**src/rtl/core/cms_pkg.sv**
```systemverilog
// ----------------------------------------------------------------------------
// cms_pkg
// Shared constants, marker tables and types for the CDATA marker stripper.
// ----------------------------------------------------------------------------
package cms_pkg;

  localparam int BYTE_W      = 8;
  localparam int HOLD_DEPTH  = 8;
  localparam int HOLD_IDX_W  = $clog2(HOLD_DEPTH);
  localparam int OPEN_LEN    = 9;
  localparam int CNT_W       = 4;
  localparam int QUEUE_DEPTH = 4;
  localparam int QPTR_W      = $clog2(QUEUE_DEPTH);

  localparam logic [BYTE_W-1:0] CH_LT     = 8'h3C;
  localparam logic [BYTE_W-1:0] CH_RBRACK = 8'h5D;
  localparam logic [BYTE_W-1:0] CH_GT     = 8'h3E;
  localparam logic [BYTE_W-1:0] CH_LOW_A  = 8'h61;
  localparam logic [BYTE_W-1:0] CH_LOW_Z  = 8'h7A;
  localparam logic [BYTE_W-1:0] CASE_GAP  = 8'h20;

  // Opening marker "<![CDATA[" in upper case, element 0 is the first byte.
  localparam logic [OPEN_LEN-1:0][BYTE_W-1:0] OPEN_MARK = {
    8'h5B, 8'h41, 8'h54, 8'h41, 8'h44, 8'h43, 8'h5B, 8'h21, 8'h3C
  };

  // One queue entry: the bytes released by one input beat, in order.
  typedef struct packed {
    logic [OPEN_LEN-1:0][BYTE_W-1:0] bytes;
    logic [CNT_W-1:0]                count;
    logic                            doc_last;
  } cms_entry_t;

  typedef struct packed {
    logic full;
    logic empty;
  } cms_q_status_t;

endpackage

```
**src/rtl/core/cms_in_if.sv**
```systemverilog
// ----------------------------------------------------------------------------
// cms_in_if
// Raw byte channel: one document byte and its end flag per beat.
// ----------------------------------------------------------------------------
interface cms_in_if;
  logic                        valid;
  logic                        ready;
  logic [cms_pkg::BYTE_W-1:0]  in_byte;
  logic                        last_byte;

  modport source (output valid, output in_byte, output last_byte, input ready);
  modport sink   (input valid, input in_byte, input last_byte, output ready);
endinterface

```
**src/rtl/core/cms_out_if.sv**
```systemverilog
// ----------------------------------------------------------------------------
// cms_out_if
// Filtered byte channel: one released byte or an empty end marker per beat.
// ----------------------------------------------------------------------------
interface cms_out_if;
  logic                        valid;
  logic                        ready;
  logic [cms_pkg::BYTE_W-1:0]  out_byte;
  logic                        byte_valid;
  logic                        doc_end;
  logic                        run_last;

  modport source (output valid, output out_byte, output byte_valid, output doc_end,
                  output run_last, input ready);
  modport sink   (input valid, input out_byte, input byte_valid, input doc_end,
                  input run_last, output ready);
endinterface

```
**src/rtl/core/cdata_marker_stripper.sv**
```systemverilog
// ----------------------------------------------------------------------------
// cdata_marker_stripper
// Remove CDATA open and close markers from a byte stream, keep the text.
// ----------------------------------------------------------------------------
// Path: a released byte is written into a queue entry, then loaded from the
//   head entry into the output register.
// Throughput: one input byte per cycle while the queue is not full; one output
//   beat per cycle while the sink is ready, so a mismatch that releases up to nine
//   bytes drains one beat at a time while the four-entry queue keeps taking input.
// Reset: synchronous rst clears held count, section flag, queue pointers and
//   output valid; held byte storage is not cleared and is read only after a write.
// ----------------------------------------------------------------------------
module cdata_marker_stripper (
  input  logic      clk,
  input  logic      rst,
  cms_in_if.sink    raw,
  cms_out_if.source filtered
);
  import cms_pkg::*;

  // Front to queue: one entry per beat that releases bytes or ends a document.
  logic          push;
  cms_entry_t    push_entry;

  // Queue to back: head entry, fill status, and the pop when its last byte goes.
  cms_entry_t    head;
  cms_q_status_t q_status;
  logic          pop;

  // Classify each byte: hold a possible marker prefix, drop full markers,
  // release everything else together with any held bytes that stopped matching.
  cms_front u_front (
    .clk        (clk),
    .rst        (rst),
    .raw        (raw),
    .q_status   (q_status),
    .push       (push),
    .push_entry (push_entry)
  );

  // Absorb release bursts so input can keep flowing while the output drains.
  cms_queue u_queue (
    .clk        (clk),
    .rst        (rst),
    .push       (push),
    .push_entry (push_entry),
    .pop        (pop),
    .head       (head),
    .status     (q_status)
  );

  // Emit one byte a beat; an entry with no bytes becomes the empty end marker.
  cms_back u_back (
    .clk      (clk),
    .rst      (rst),
    .head     (head),
    .q_status (q_status),
    .pop      (pop),
    .filtered (filtered)
  );

endmodule

```
**src/rtl/core/cms_front.sv**
```systemverilog
// ----------------------------------------------------------------------------
// cms_front
// Accept raw bytes, track partial markers and the section flag, and push one
// queue entry holding the bytes that each beat releases.
// ----------------------------------------------------------------------------
module cms_front (
  input  logic                   clk,
  input  logic                   rst,
  cms_in_if.sink                 raw,
  input  cms_pkg::cms_q_status_t q_status,
  output logic                   push,
  output cms_pkg::cms_entry_t    push_entry
);
  import cms_pkg::*;

  logic [HOLD_DEPTH-1:0][BYTE_W-1:0] pending;
  logic [CNT_W-1:0]                  hold_cnt;
  logic [CNT_W-1:0]                  hold_cnt_next;
  logic                              hold_close;
  logic                              hold_close_next;
  logic                              in_section;
  logic                              in_section_next;

  logic                              accept;
  logic [BYTE_W-1:0]                 cur;
  logic [BYTE_W-1:0]                 cur_up;
  logic                              fin;
  logic [OPEN_LEN-1:0][BYTE_W-1:0]   scan;
  logic                              alone_hold_open;
  logic                              alone_hold_close;
  logic                              alone_emit;
  logic                              rel_all;
  logic                              wr_en;
  logic [HOLD_IDX_W-1:0]             wr_idx;
  logic [CNT_W-1:0]                  out_cnt;

  function automatic logic [BYTE_W-1:0] fold_upper(input logic [BYTE_W-1:0] c);
    if (c >= CH_LOW_A && c <= CH_LOW_Z) return c - CASE_GAP;
    return c;
  endfunction

  assign raw.ready = !q_status.full;
  assign accept    = raw.valid && raw.ready;
  assign cur       = raw.in_byte;
  assign fin       = raw.last_byte;
  assign cur_up    = fold_upper(cur);

  // Held bytes first, the new byte right behind them.
  always_comb begin
    for (int i = 0; i < HOLD_DEPTH; i++) begin
      scan[i] = (CNT_W'(i) < hold_cnt) ? pending[i] : cur;
    end
    scan[OPEN_LEN-1] = cur;
  end

  // Fate of the new byte when it is scanned on its own.
  assign alone_hold_open  = (cur_up == CH_LT) && !fin;
  assign alone_hold_close = in_section && (cur == CH_RBRACK) && !fin;
  assign alone_emit       = !alone_hold_open && !alone_hold_close;

  always_comb begin
    hold_cnt_next   = hold_cnt;
    hold_close_next = hold_close;
    in_section_next = in_section;
    wr_en           = 1'b0;
    wr_idx          = '0;
    out_cnt         = '0;
    rel_all         = 1'b0;

    if (hold_cnt == '0) begin
      rel_all = 1'b1;
    end else if (!hold_close) begin
      if (cur_up == OPEN_MARK[hold_cnt]) begin
        if (hold_cnt == CNT_W'(OPEN_LEN - 1)) begin
          in_section_next = 1'b1;
          hold_cnt_next   = '0;
        end else if (!fin) begin
          wr_en         = 1'b1;
          wr_idx        = hold_cnt[HOLD_IDX_W-1:0];
          hold_cnt_next = hold_cnt + CNT_W'(1);
        end else begin
          rel_all = 1'b1;
        end
      end else begin
        rel_all = 1'b1;
      end
    end else begin
      if (hold_cnt == CNT_W'(1) && cur == CH_RBRACK && !fin) begin
        wr_en         = 1'b1;
        wr_idx        = hold_cnt[HOLD_IDX_W-1:0];
        hold_cnt_next = hold_cnt + CNT_W'(1);
      end else if (hold_cnt == CNT_W'(2) && cur == CH_GT) begin
        in_section_next = 1'b0;
        hold_cnt_next   = '0;
        hold_close_next = 1'b0;
      end else if (hold_cnt == CNT_W'(2) && cur == CH_RBRACK && !fin) begin
        // Three closing brackets: drop out the oldest, keep the last two held.
        out_cnt = CNT_W'(1);
      end else begin
        rel_all = 1'b1;
      end
    end

    if (rel_all) begin
      out_cnt         = hold_cnt + CNT_W'(alone_emit);
      hold_cnt_next   = alone_emit ? '0 : CNT_W'(1);
      hold_close_next = alone_hold_close && !alone_hold_open;
      wr_en           = !alone_emit;
      wr_idx          = '0;
    end

    if (fin) begin
      hold_cnt_next   = '0;
      hold_close_next = 1'b0;
      in_section_next = 1'b0;
    end
  end

  assign push                = accept && (out_cnt != '0 || fin);
  assign push_entry.bytes    = scan;
  assign push_entry.count    = out_cnt;
  assign push_entry.doc_last = fin;

  always_ff @(posedge clk) begin
    if (rst) begin
      hold_cnt   <= '0;
      hold_close <= 1'b0;
      in_section <= 1'b0;
    end else if (accept) begin
      hold_cnt   <= hold_cnt_next;
      hold_close <= hold_close_next;
      in_section <= in_section_next;
    end
  end

  always_ff @(posedge clk) begin
    if (accept && wr_en) begin
      pending[wr_idx] <= cur;
    end
  end

`ifndef NO_ASSERTIONS
  a_close_hold_shape: assert property (@(posedge clk) disable iff (rst)
    hold_close |-> in_section && (hold_cnt == CNT_W'(1) || hold_cnt == CNT_W'(2)))
    else $error("closing-bracket hold outside a section or of bad length");

  a_doc_end_clears: assert property (@(posedge clk) disable iff (rst)
    accept && fin |=> hold_cnt == '0 && !in_section)
    else $error("state not cleared after the last byte of a document");
`endif

endmodule

```
**src/rtl/core/cms_queue.sv**
```systemverilog
// ----------------------------------------------------------------------------
// cms_queue
// Short entry queue between the classifier and the byte emitter.
// ----------------------------------------------------------------------------
module cms_queue (
  input  logic                   clk,
  input  logic                   rst,
  input  logic                   push,
  input  cms_pkg::cms_entry_t    push_entry,
  input  logic                   pop,
  output cms_pkg::cms_entry_t    head,
  output cms_pkg::cms_q_status_t status
);
  import cms_pkg::*;

  cms_entry_t          entries [QUEUE_DEPTH];
  logic [QPTR_W-1:0]   wr_ptr;
  logic [QPTR_W-1:0]   rd_ptr;
  logic [QPTR_W:0]     fill;

  function automatic logic [QPTR_W-1:0] bump(input logic [QPTR_W-1:0] p);
    return (p == QPTR_W'(QUEUE_DEPTH - 1)) ? '0 : p + QPTR_W'(1);
  endfunction

  assign head         = entries[rd_ptr];
  assign status.full  = (fill == (QPTR_W + 1)'(QUEUE_DEPTH));
  assign status.empty = (fill == '0);

  always_ff @(posedge clk) begin
    if (rst) begin
      wr_ptr <= '0;
      rd_ptr <= '0;
      fill   <= '0;
    end else begin
      if (push) wr_ptr <= bump(wr_ptr);
      if (pop)  rd_ptr <= bump(rd_ptr);
      case ({push, pop})
        2'b10:   fill <= fill + (QPTR_W + 1)'(1);
        2'b01:   fill <= fill - (QPTR_W + 1)'(1);
        default: fill <= fill;
      endcase
    end
  end

  always_ff @(posedge clk) begin
    if (push) entries[wr_ptr] <= push_entry;
  end

`ifndef NO_ASSERTIONS
  a_no_overflow: assert property (@(posedge clk) disable iff (rst)
    push |-> !status.full)
    else $error("entry pushed into a full queue");

  a_no_underflow: assert property (@(posedge clk) disable iff (rst)
    pop |-> !status.empty)
    else $error("entry popped from an empty queue");
`endif

endmodule

```
**src/rtl/core/cms_back.sv**
```systemverilog
// ----------------------------------------------------------------------------
// cms_back
// Walk the head queue entry one byte per beat into the output register.
// ----------------------------------------------------------------------------
module cms_back (
  input  logic                   clk,
  input  logic                   rst,
  input  cms_pkg::cms_entry_t    head,
  input  cms_pkg::cms_q_status_t q_status,
  output logic                   pop,
  cms_out_if.source              filtered
);
  import cms_pkg::*;

  logic [CNT_W-1:0]  idx;
  logic              out_valid;
  logic [BYTE_W-1:0] out_byte;
  logic              out_byte_valid;
  logic              out_doc_end;
  logic              out_run_last;
  logic              load;
  logic              entry_last;

  assign load       = !q_status.empty && (!out_valid || filtered.ready);
  assign entry_last = (head.count == '0) || (idx == head.count - CNT_W'(1));
  assign pop        = load && entry_last;

  always_ff @(posedge clk) begin
    if (rst) begin
      out_valid <= 1'b0;
      idx       <= '0;
    end else begin
      if (load) begin
        out_valid <= 1'b1;
        idx       <= entry_last ? '0 : idx + CNT_W'(1);
      end else if (filtered.ready) begin
        out_valid <= 1'b0;
      end
    end
  end

  always_ff @(posedge clk) begin
    if (load) begin
      out_byte       <= (head.count == '0) ? '0 : head.bytes[idx];
      out_byte_valid <= (head.count != '0);
      out_run_last   <= entry_last;
      out_doc_end    <= entry_last && head.doc_last;
    end
  end

  assign filtered.valid      = out_valid;
  assign filtered.out_byte   = out_byte;
  assign filtered.byte_valid = out_byte_valid;
  assign filtered.doc_end    = out_doc_end;
  assign filtered.run_last   = out_run_last;

`ifndef NO_ASSERTIONS
  a_mid_entry_needs_head: assert property (@(posedge clk) disable iff (rst)
    idx != '0 |-> !q_status.empty && idx < head.count)
    else $error("emitter index past the head entry");
`endif

endmodule
```
**src/flat_wrapper.sv**
```systemverilog
// flat-port wrapper written by rule: the top's interface ports become plain ports
module cdata_marker_stripper_flat import cms_pkg::*;
  (clk, rst, raw_valid, raw_in_byte, raw_last_byte, raw_ready, filtered_valid, filtered_out_byte, filtered_byte_valid, filtered_doc_end, filtered_run_last, filtered_ready);
  cms_in_if raw_i ();
  cms_out_if filtered_i ();
  input  logic clk;
  input  logic rst;
  input wire logic [$bits(raw_i.valid)-1:0] raw_valid;
  input wire logic [$bits(raw_i.in_byte)-1:0] raw_in_byte;
  input wire logic [$bits(raw_i.last_byte)-1:0] raw_last_byte;
  output wire logic [$bits(raw_i.ready)-1:0] raw_ready;
  output wire logic [$bits(filtered_i.valid)-1:0] filtered_valid;
  output wire logic [$bits(filtered_i.out_byte)-1:0] filtered_out_byte;
  output wire logic [$bits(filtered_i.byte_valid)-1:0] filtered_byte_valid;
  output wire logic [$bits(filtered_i.doc_end)-1:0] filtered_doc_end;
  output wire logic [$bits(filtered_i.run_last)-1:0] filtered_run_last;
  input wire logic [$bits(filtered_i.ready)-1:0] filtered_ready;
  assign raw_i.valid = raw_valid;
  assign raw_i.in_byte = raw_in_byte;
  assign raw_i.last_byte = raw_last_byte;
  assign raw_ready = raw_i.ready;
  assign filtered_valid = filtered_i.valid;
  assign filtered_out_byte = filtered_i.out_byte;
  assign filtered_byte_valid = filtered_i.byte_valid;
  assign filtered_doc_end = filtered_i.doc_end;
  assign filtered_run_last = filtered_i.run_last;
  assign filtered_i.ready = filtered_ready;
  cdata_marker_stripper u_core (.clk(clk), .rst(rst), .raw(raw_i), .filtered(filtered_i));
endmodule
```
**config.mk**
```make
export PLATFORM = sky130hd
export DESIGN_NAME = cdata_marker_stripper_flat
export DESIGN_NICKNAME = d
export VERILOG_FILES = /design/src/rtl/core/cms_pkg.sv /design/src/rtl/core/cms_in_if.sv /design/src/rtl/core/cms_out_if.sv /design/src/rtl/core/cdata_marker_stripper.sv /design/src/rtl/core/cms_front.sv /design/src/rtl/core/cms_queue.sv /design/src/rtl/core/cms_back.sv /design/src/flat_wrapper.sv
export SDC_FILE = /design/constraint.sdc
export NUM_CORES = 1
export LEC_CHECK = 0
export BUFFER_PORTS_ARGS = -buffer_cell sky130_fd_sc_hd__buf_2
export CAP_MARGIN = 20
export CORE_ASPECT_RATIO = 0.5
export CORE_MARGIN = 5
export CORE_UTILIZATION = 59
export DETAILED_ROUTE_END_ITERATION = 10
export HOLD_SLACK_MARGIN = 0.05
export PLACE_DENSITY = 0.72
export SLEW_MARGIN = 20
export SYNTH_ARGS = -nofsm -noshare
export SYNTH_HDL_FRONTEND = slang
export SYNTH_SLANG_ARGS = --single-unit
```
**constraint.sdc**
```tcl
create_clock -name clk -period 8.5 [get_ports clk]
set_clock_uncertainty 0.15 [all_clocks]
set_input_delay 1.7 -clock clk [delete_from_list [all_inputs] [get_ports clk]]
set_output_delay 1.7 -clock clk [all_outputs]
set_load 0.005 [all_outputs]
```
-- Yosys cells after proc, flatten, opt, wreduce, memory -nomap -nowiden
Memory sizes are Yosys's and may differ from the RTL's. A register that Yosys moved wholly into a read port is not among the register bits.
Cells that the tools add are included.
Widths: inputs -> output; s select.
- flip-flop bits (word level): 93
- memory bits (writable): 308
- ROM bits: 128
- word-level logic and storage cells: 183
- memories: 2
- memories (memory ; words ; width ; read ports ; clocked after memory_dff ; write ports ; line ; text):
    u_core.u_queue.entries ; 4 ; 77 ; 1 ; 1 ; 1 ; cms_queue.sv:16 ; cms_entry_t entries [QUEUE_DEPTH];
    (name not given) ; 16 ; 8 ; 1 ; 1 ; 0 ; cms_front.sv:73 ; if (cur_up == OPEN_MARK[hold_cnt]) begin
- add/subtract/negate cells: 9
- order comparisons: 14
- eq/ne operators: 18
- multiplexer cells: 79
- reduce and logical (&&, ||, !) cells: 41
- operator list (cell ; number):
    $mux 8 ; 13
    $bwmux 64 ; 1
    $mux 4 ; 12
    $mux 1 ; 39
    $bmux 8 s4 ; 1
    $demux 8 s3 ; 1
    $mux 3 ; 7
    $logic_and 1x1->1 ; 18
    $eq 8x6->1 const B ; 2
    $lt 3x4->1 const A ; 4
    $reduce_bool 4->1 ; 3
    $lt 4x5->1 const B ; 2
    $add 4x1->4 const B ; 2
    $eq 8x7->1 const B ; 1
    $eq 8x8->1 ; 1
    $ge 8x7->1 const B ; 1
    $le 8x7->1 const B ; 1
    $logic_not 4->1 ; 2
    $lt 1x4->1 const A ; 2
    $lt 2x4->1 const A ; 2
    $mux 2 ; 4
    $sub 8x6->8 const B ; 1
    $logic_not 1->1 ; 7
    $eq 2x2->1 const B ; 3
    25 further kinds ; 31

-- Longest topological paths before layout
- word-level depth: 15
- depth in mapped cells: 20

-- By module
Synthesis repeated with hierarchy kept, for this count alone.
- cell total of the unflattened synthesis: 950
- area, all modules: 17161.5 um^2
- by module, submodules not included (module ; times used ; cells each ; area an instance (um^2) ; sequential area each (um^2)):
    cms_queue ; 1 ; 451 ; 11592.4 ; 9429.0
    cms_front ; 1 ; 339 ; 4061.4 ; 2182.1
    cms_back ; 1 ; 160 ; 1507.7 ; 430.4

-- Worst setup path before layout
No wires, ideal clock.
- kind: in2reg
- start point: input raw_in_byte[0]
- end point: memory u_core.u_queue.entries[0][0] (netlist bit) (enable)
- setup time: 0.444 ns
- arrival: 5.430 ns
- data required time: 7.906 ns
- setup slack: 2.477 ns
- stages on the path: 14
- buffers on the path: 1
- path through: buf_2 and4bb_2 a2bb2oi_1 nor4_1 inv_1 ha_1 ha_1 nand2_1 a21oi_1 nor2_1 o22a_1 o31ai_1 a21oi_1 and2_1
- cells in the longest elaborated chain, start to end: 15
- RTL lines (element ; line ; text):
    start: declaration ; flat_wrapper.sv:9 ; input wire logic [$bits(raw_i.in_byte)-1:0] raw_in_byte;
    $ge 8x7->1 / $le 8x7->1 (equally long branches) ; cms_front.sv:38 ; if (c >= CH_LOW_A && c <= CH_LOW_Z) return c - CASE_GAP;
    $logic_and 1x1->1 ; cms_front.sv:38 ;
    $mux 1 ; cms_front.sv:38 ;
    $mux 8 ; cms_front.sv:39 ; return c;
    $eq 8x6->1 ; cms_front.sv:57 ; assign alone_hold_open = (cur_up == CH_LT) && !fin;
    $logic_and 1x1->1 ; cms_front.sv:57 ;
    $logic_not 1->1 ; cms_front.sv:59 ; assign alone_emit = !alone_hold_open && !alone_hold_close;
    $logic_and 1x1->1 ; cms_front.sv:59 ;
    $add 4x1->4 ; cms_front.sv:105 ; out_cnt = hold_cnt + CNT_W'(alone_emit);
    $mux 4 (*) ; cms_front.sv:104 ; if (rel_all) begin
    $reduce_bool 4->1 (*) ; cms_front.sv:119 ; assign push = accept && (out_cnt != '0 || fin);
    $logic_or 1x1->1 (*) ; cms_front.sv:119 ;
    $logic_and 1x1->1 (*) ; cms_front.sv:119 ;
    $mux 1 (*) ; cms_queue.sv:46 ; if (push) entries[wr_ptr] <= push_entry;
    $mux 1 (not written as such) (*) ; cms_queue.sv:46 ;
    end: declaration ; cms_queue.sv:16 ;
Every way passes the cells marked *; elsewhere a longest branch is shown, timed or not. The select of a mux whose other input is x is not followed.

-- Worst setup path in the final report
- start point: input raw_in_byte[0]
- end point: memory u_core.u_queue.entries[3][11] (netlist bit) (enable)
Same word-level chain as after synthesis.

==> impl_metrics.yaml <==
synthesis:
  ys_types: 59
  synthesis.nets: 900
  yosysMostFrequentCell: "edfxtp_1"
  synth_top_cell_area_share: 0.690
  ys_seq_elements: 410
  synth_edf_count: 383
  yosys_warnings: 0
  synth_top_area_cell: "edfxtp_1"
  ys_top_cells_by_count: "edfxtp_1, mux4_2, mux2_2"
  synth_area_um2: 16700
  synth_cells: 872
  synth-seq-area-share: 0.722
  async_flop_share: 0
  synth_area_leaders: "edfxtp_1, mux4_2, mux2_2"
  ys.flop_type: "edfxtp_1"
  syn_area_per_cell_um2: 19.1
flow_run:
  timing.max_cap.violations: 0
cts:
  ctsResizeCount: 0
  cts_inserted_buffers: 36
  postCtsSetupBuffers: 0
  tritoncts: "built"
  clk_latency_ns: 0.53
  hold_buffers: 0
  cts_buffer_depth: 3
  cts_sinks: 410
  cts-root-buf: "clkbuf_16"
  htreeDepth: 2
  clkTransAtPathRegs_ns: 0.06
global_routing:
  grt_max_degree: 64
  grt_pass1_wl_um: 53200
  gr-total-overflow: 0
  antenna_found_initial: 0
  grt_pass1_vias: 8484
  grtUsageTotal: 0.229
place:
  placed_cells: 1260
  gp_congestion: 0.854
  dpl.hpwl_um: 19900
  numPortBuffers: 25
floorplanning:
  rows: 43
  start_util: 0.601
  fp.dieW_um: 248
  core_um2: 27800
  die_area_um2: 31900
  die_y_um: 129
  io_pins: 26
sta:
  setup-tns-final_ns: 0
  slew_headroom: 0.228
  drv_slew: 0
  finalSetupViolations: 0
  max_freq_mhz: 172
  rsz0062_at_grt: "false"
  finalHoldViolCount: 0
  layout_worst_path_cycle_share: 0.684
  worst_pin_slew_ns: 1.16
  min_period_ns: 5.81
hold_path:
  hp-class: "flop to flop"
layout:
  syn_to_final_growth_pct: 11.5
  fin_nets: 945
  drive_above_1_share: 0.300
  diodes: 0
  final_cells: 1324
  fillers: 1856
  multi_input_area_um2: 4420
  regArea_um2: 12000
route:
  drt_drc_violations_left: 0
  drtPass1Iterations: 6
  viasPerCell: 6.34
  wl_um: 35200
  ant_nets: 0
  vias: 8400
  drt_iter0_markers: 954
  wl_per_cell_um: 26.6
outcome:
  status: "finished clean"
pwr:
  p_per_area_nw_per_um2: 258
  leakage_nw: 5.93
  power.total_w: 0.00480
  ir_worst_vdd_v: 0.000170
worst_setup_path:
  worst_setup_path_start_kind: "primary input"
  crit_required_ns: 8.56
  critical_path_class: "primary input to flop"
  endpoint_kind: "flop"
  path_max_fanout: 62
  arrival_ns: 5.87
==> layer usage <==
metal,global-route usage,up-vias,wire length [µm]
met5,0,-,0
met1,0.355,4432,15900
li1,-,3597,-
met4,0.0450,0,548
met2,0.344,333,15900
met3,0.0521,38,2800
==> path summary, 6_finish.rpt <==
path	end	slack [ns]	startpoint	depth (start not counted)
setup / recovery	u_core.u_queue.entries[3][11]	2.69	raw_in_byte[0]	15
setup reg to reg	u_core.u_queue.entries[3][11]	3.78	u_core.u_front.hold_cnt[1]	10
hold / removal	u_core.u_back.filtered.valid	0.33	u_core.u_back.filtered.valid	2
hold reg to reg	u_core.u_back.filtered.valid	0.33	u_core.u_back.filtered.valid	2
==> layout make-up <==
class | count | share of cell area
clock inverter | 21 | 0.0163
multi-input combinational | 401 | 0.238
tap | 382 | 0.0257
clock buffer | 42 | 0.0520
sequential | 410 | 0.648
inverter | 20 | 0.00404
timing repair buffer | 48 | 0.0160
==> layout by cell type (no fill, tap or decap), drive strengths merged, types with 12 or more instances in the layout <==
master  netlist  routed
a21oi        27      27
buf          14      48
clkbuf       27      42
dfxtp        27      27
edfxtp      383     383
ha           14      14
inv          20      21
mux2         62      62
mux2i        12      12
mux4         93      93
nand2        22      22
nor2         54      54
==> kinds of logic (layout without fill, tap and decap cells) <==
kind of cell,Yosys count,count (layout),synth area share
fa+ha+maj,15,15,0.0117
mux,167,167,0.175
simple gates,140,140,0.0432
buf+inv,61,131,0.0142
compound gates,63,63,0.0257
xor+xnor,16,16,0.00840
flops,410,410,0.722
==> where the power goes <==
group	internal, W	total [W]	switching [W]
Sequential	0.00237	0.00243	0.0000550
Clock	0.00103	0.00175	0.000712
Combinational	0.000281	0.000625	0.000344
==> flip-flops by register name, summed over array words and instances, names as in the netlist, 2 cells and up, named ones only <==
register	cells
u_core.u_queue.entries	308
u_core.u_front.pending	64
u_core.u_back.filtered.out_byte	8
u_core.u_back.idx	4
u_core.u_front.hold_cnt	4
u_core.u_queue.fill	3
u_core.u_queue.rd_ptr	2
u_core.u_queue.wr_ptr	2
==> worst max-delay path: stages <==
cell and delay (ns):
buf_2 0.39, and4bb_2 0.33, a2bb2oi_1 0.07, nor4_1 0.34
inv_1 0.13, ha_1 0.24, ha_1 0.24, nand2_1 0.09
a21oi_1 0.05, nor2_1 0.12, o22a_1 0.13, o31ai_1 0.06
a21oi_1 0.52, and2_4 0.96, buf_4 0.41
==> per-stage QoR <==
step	cell area (µm²)	util	hold slack, ns	setup slack (ns)
finish	18600	0.670	0.329	2.69
global route	18600	0.670	0.376	2.40
CTS	18600	0.669	0.331	2.75
detailed placement	17300	0.624	0.321	2.23
global placement	17300	0.624	0.315	2.26
floorplan	16700	-	0.310	2.48
Note: power is estimated with default switching activity, not from simulation.
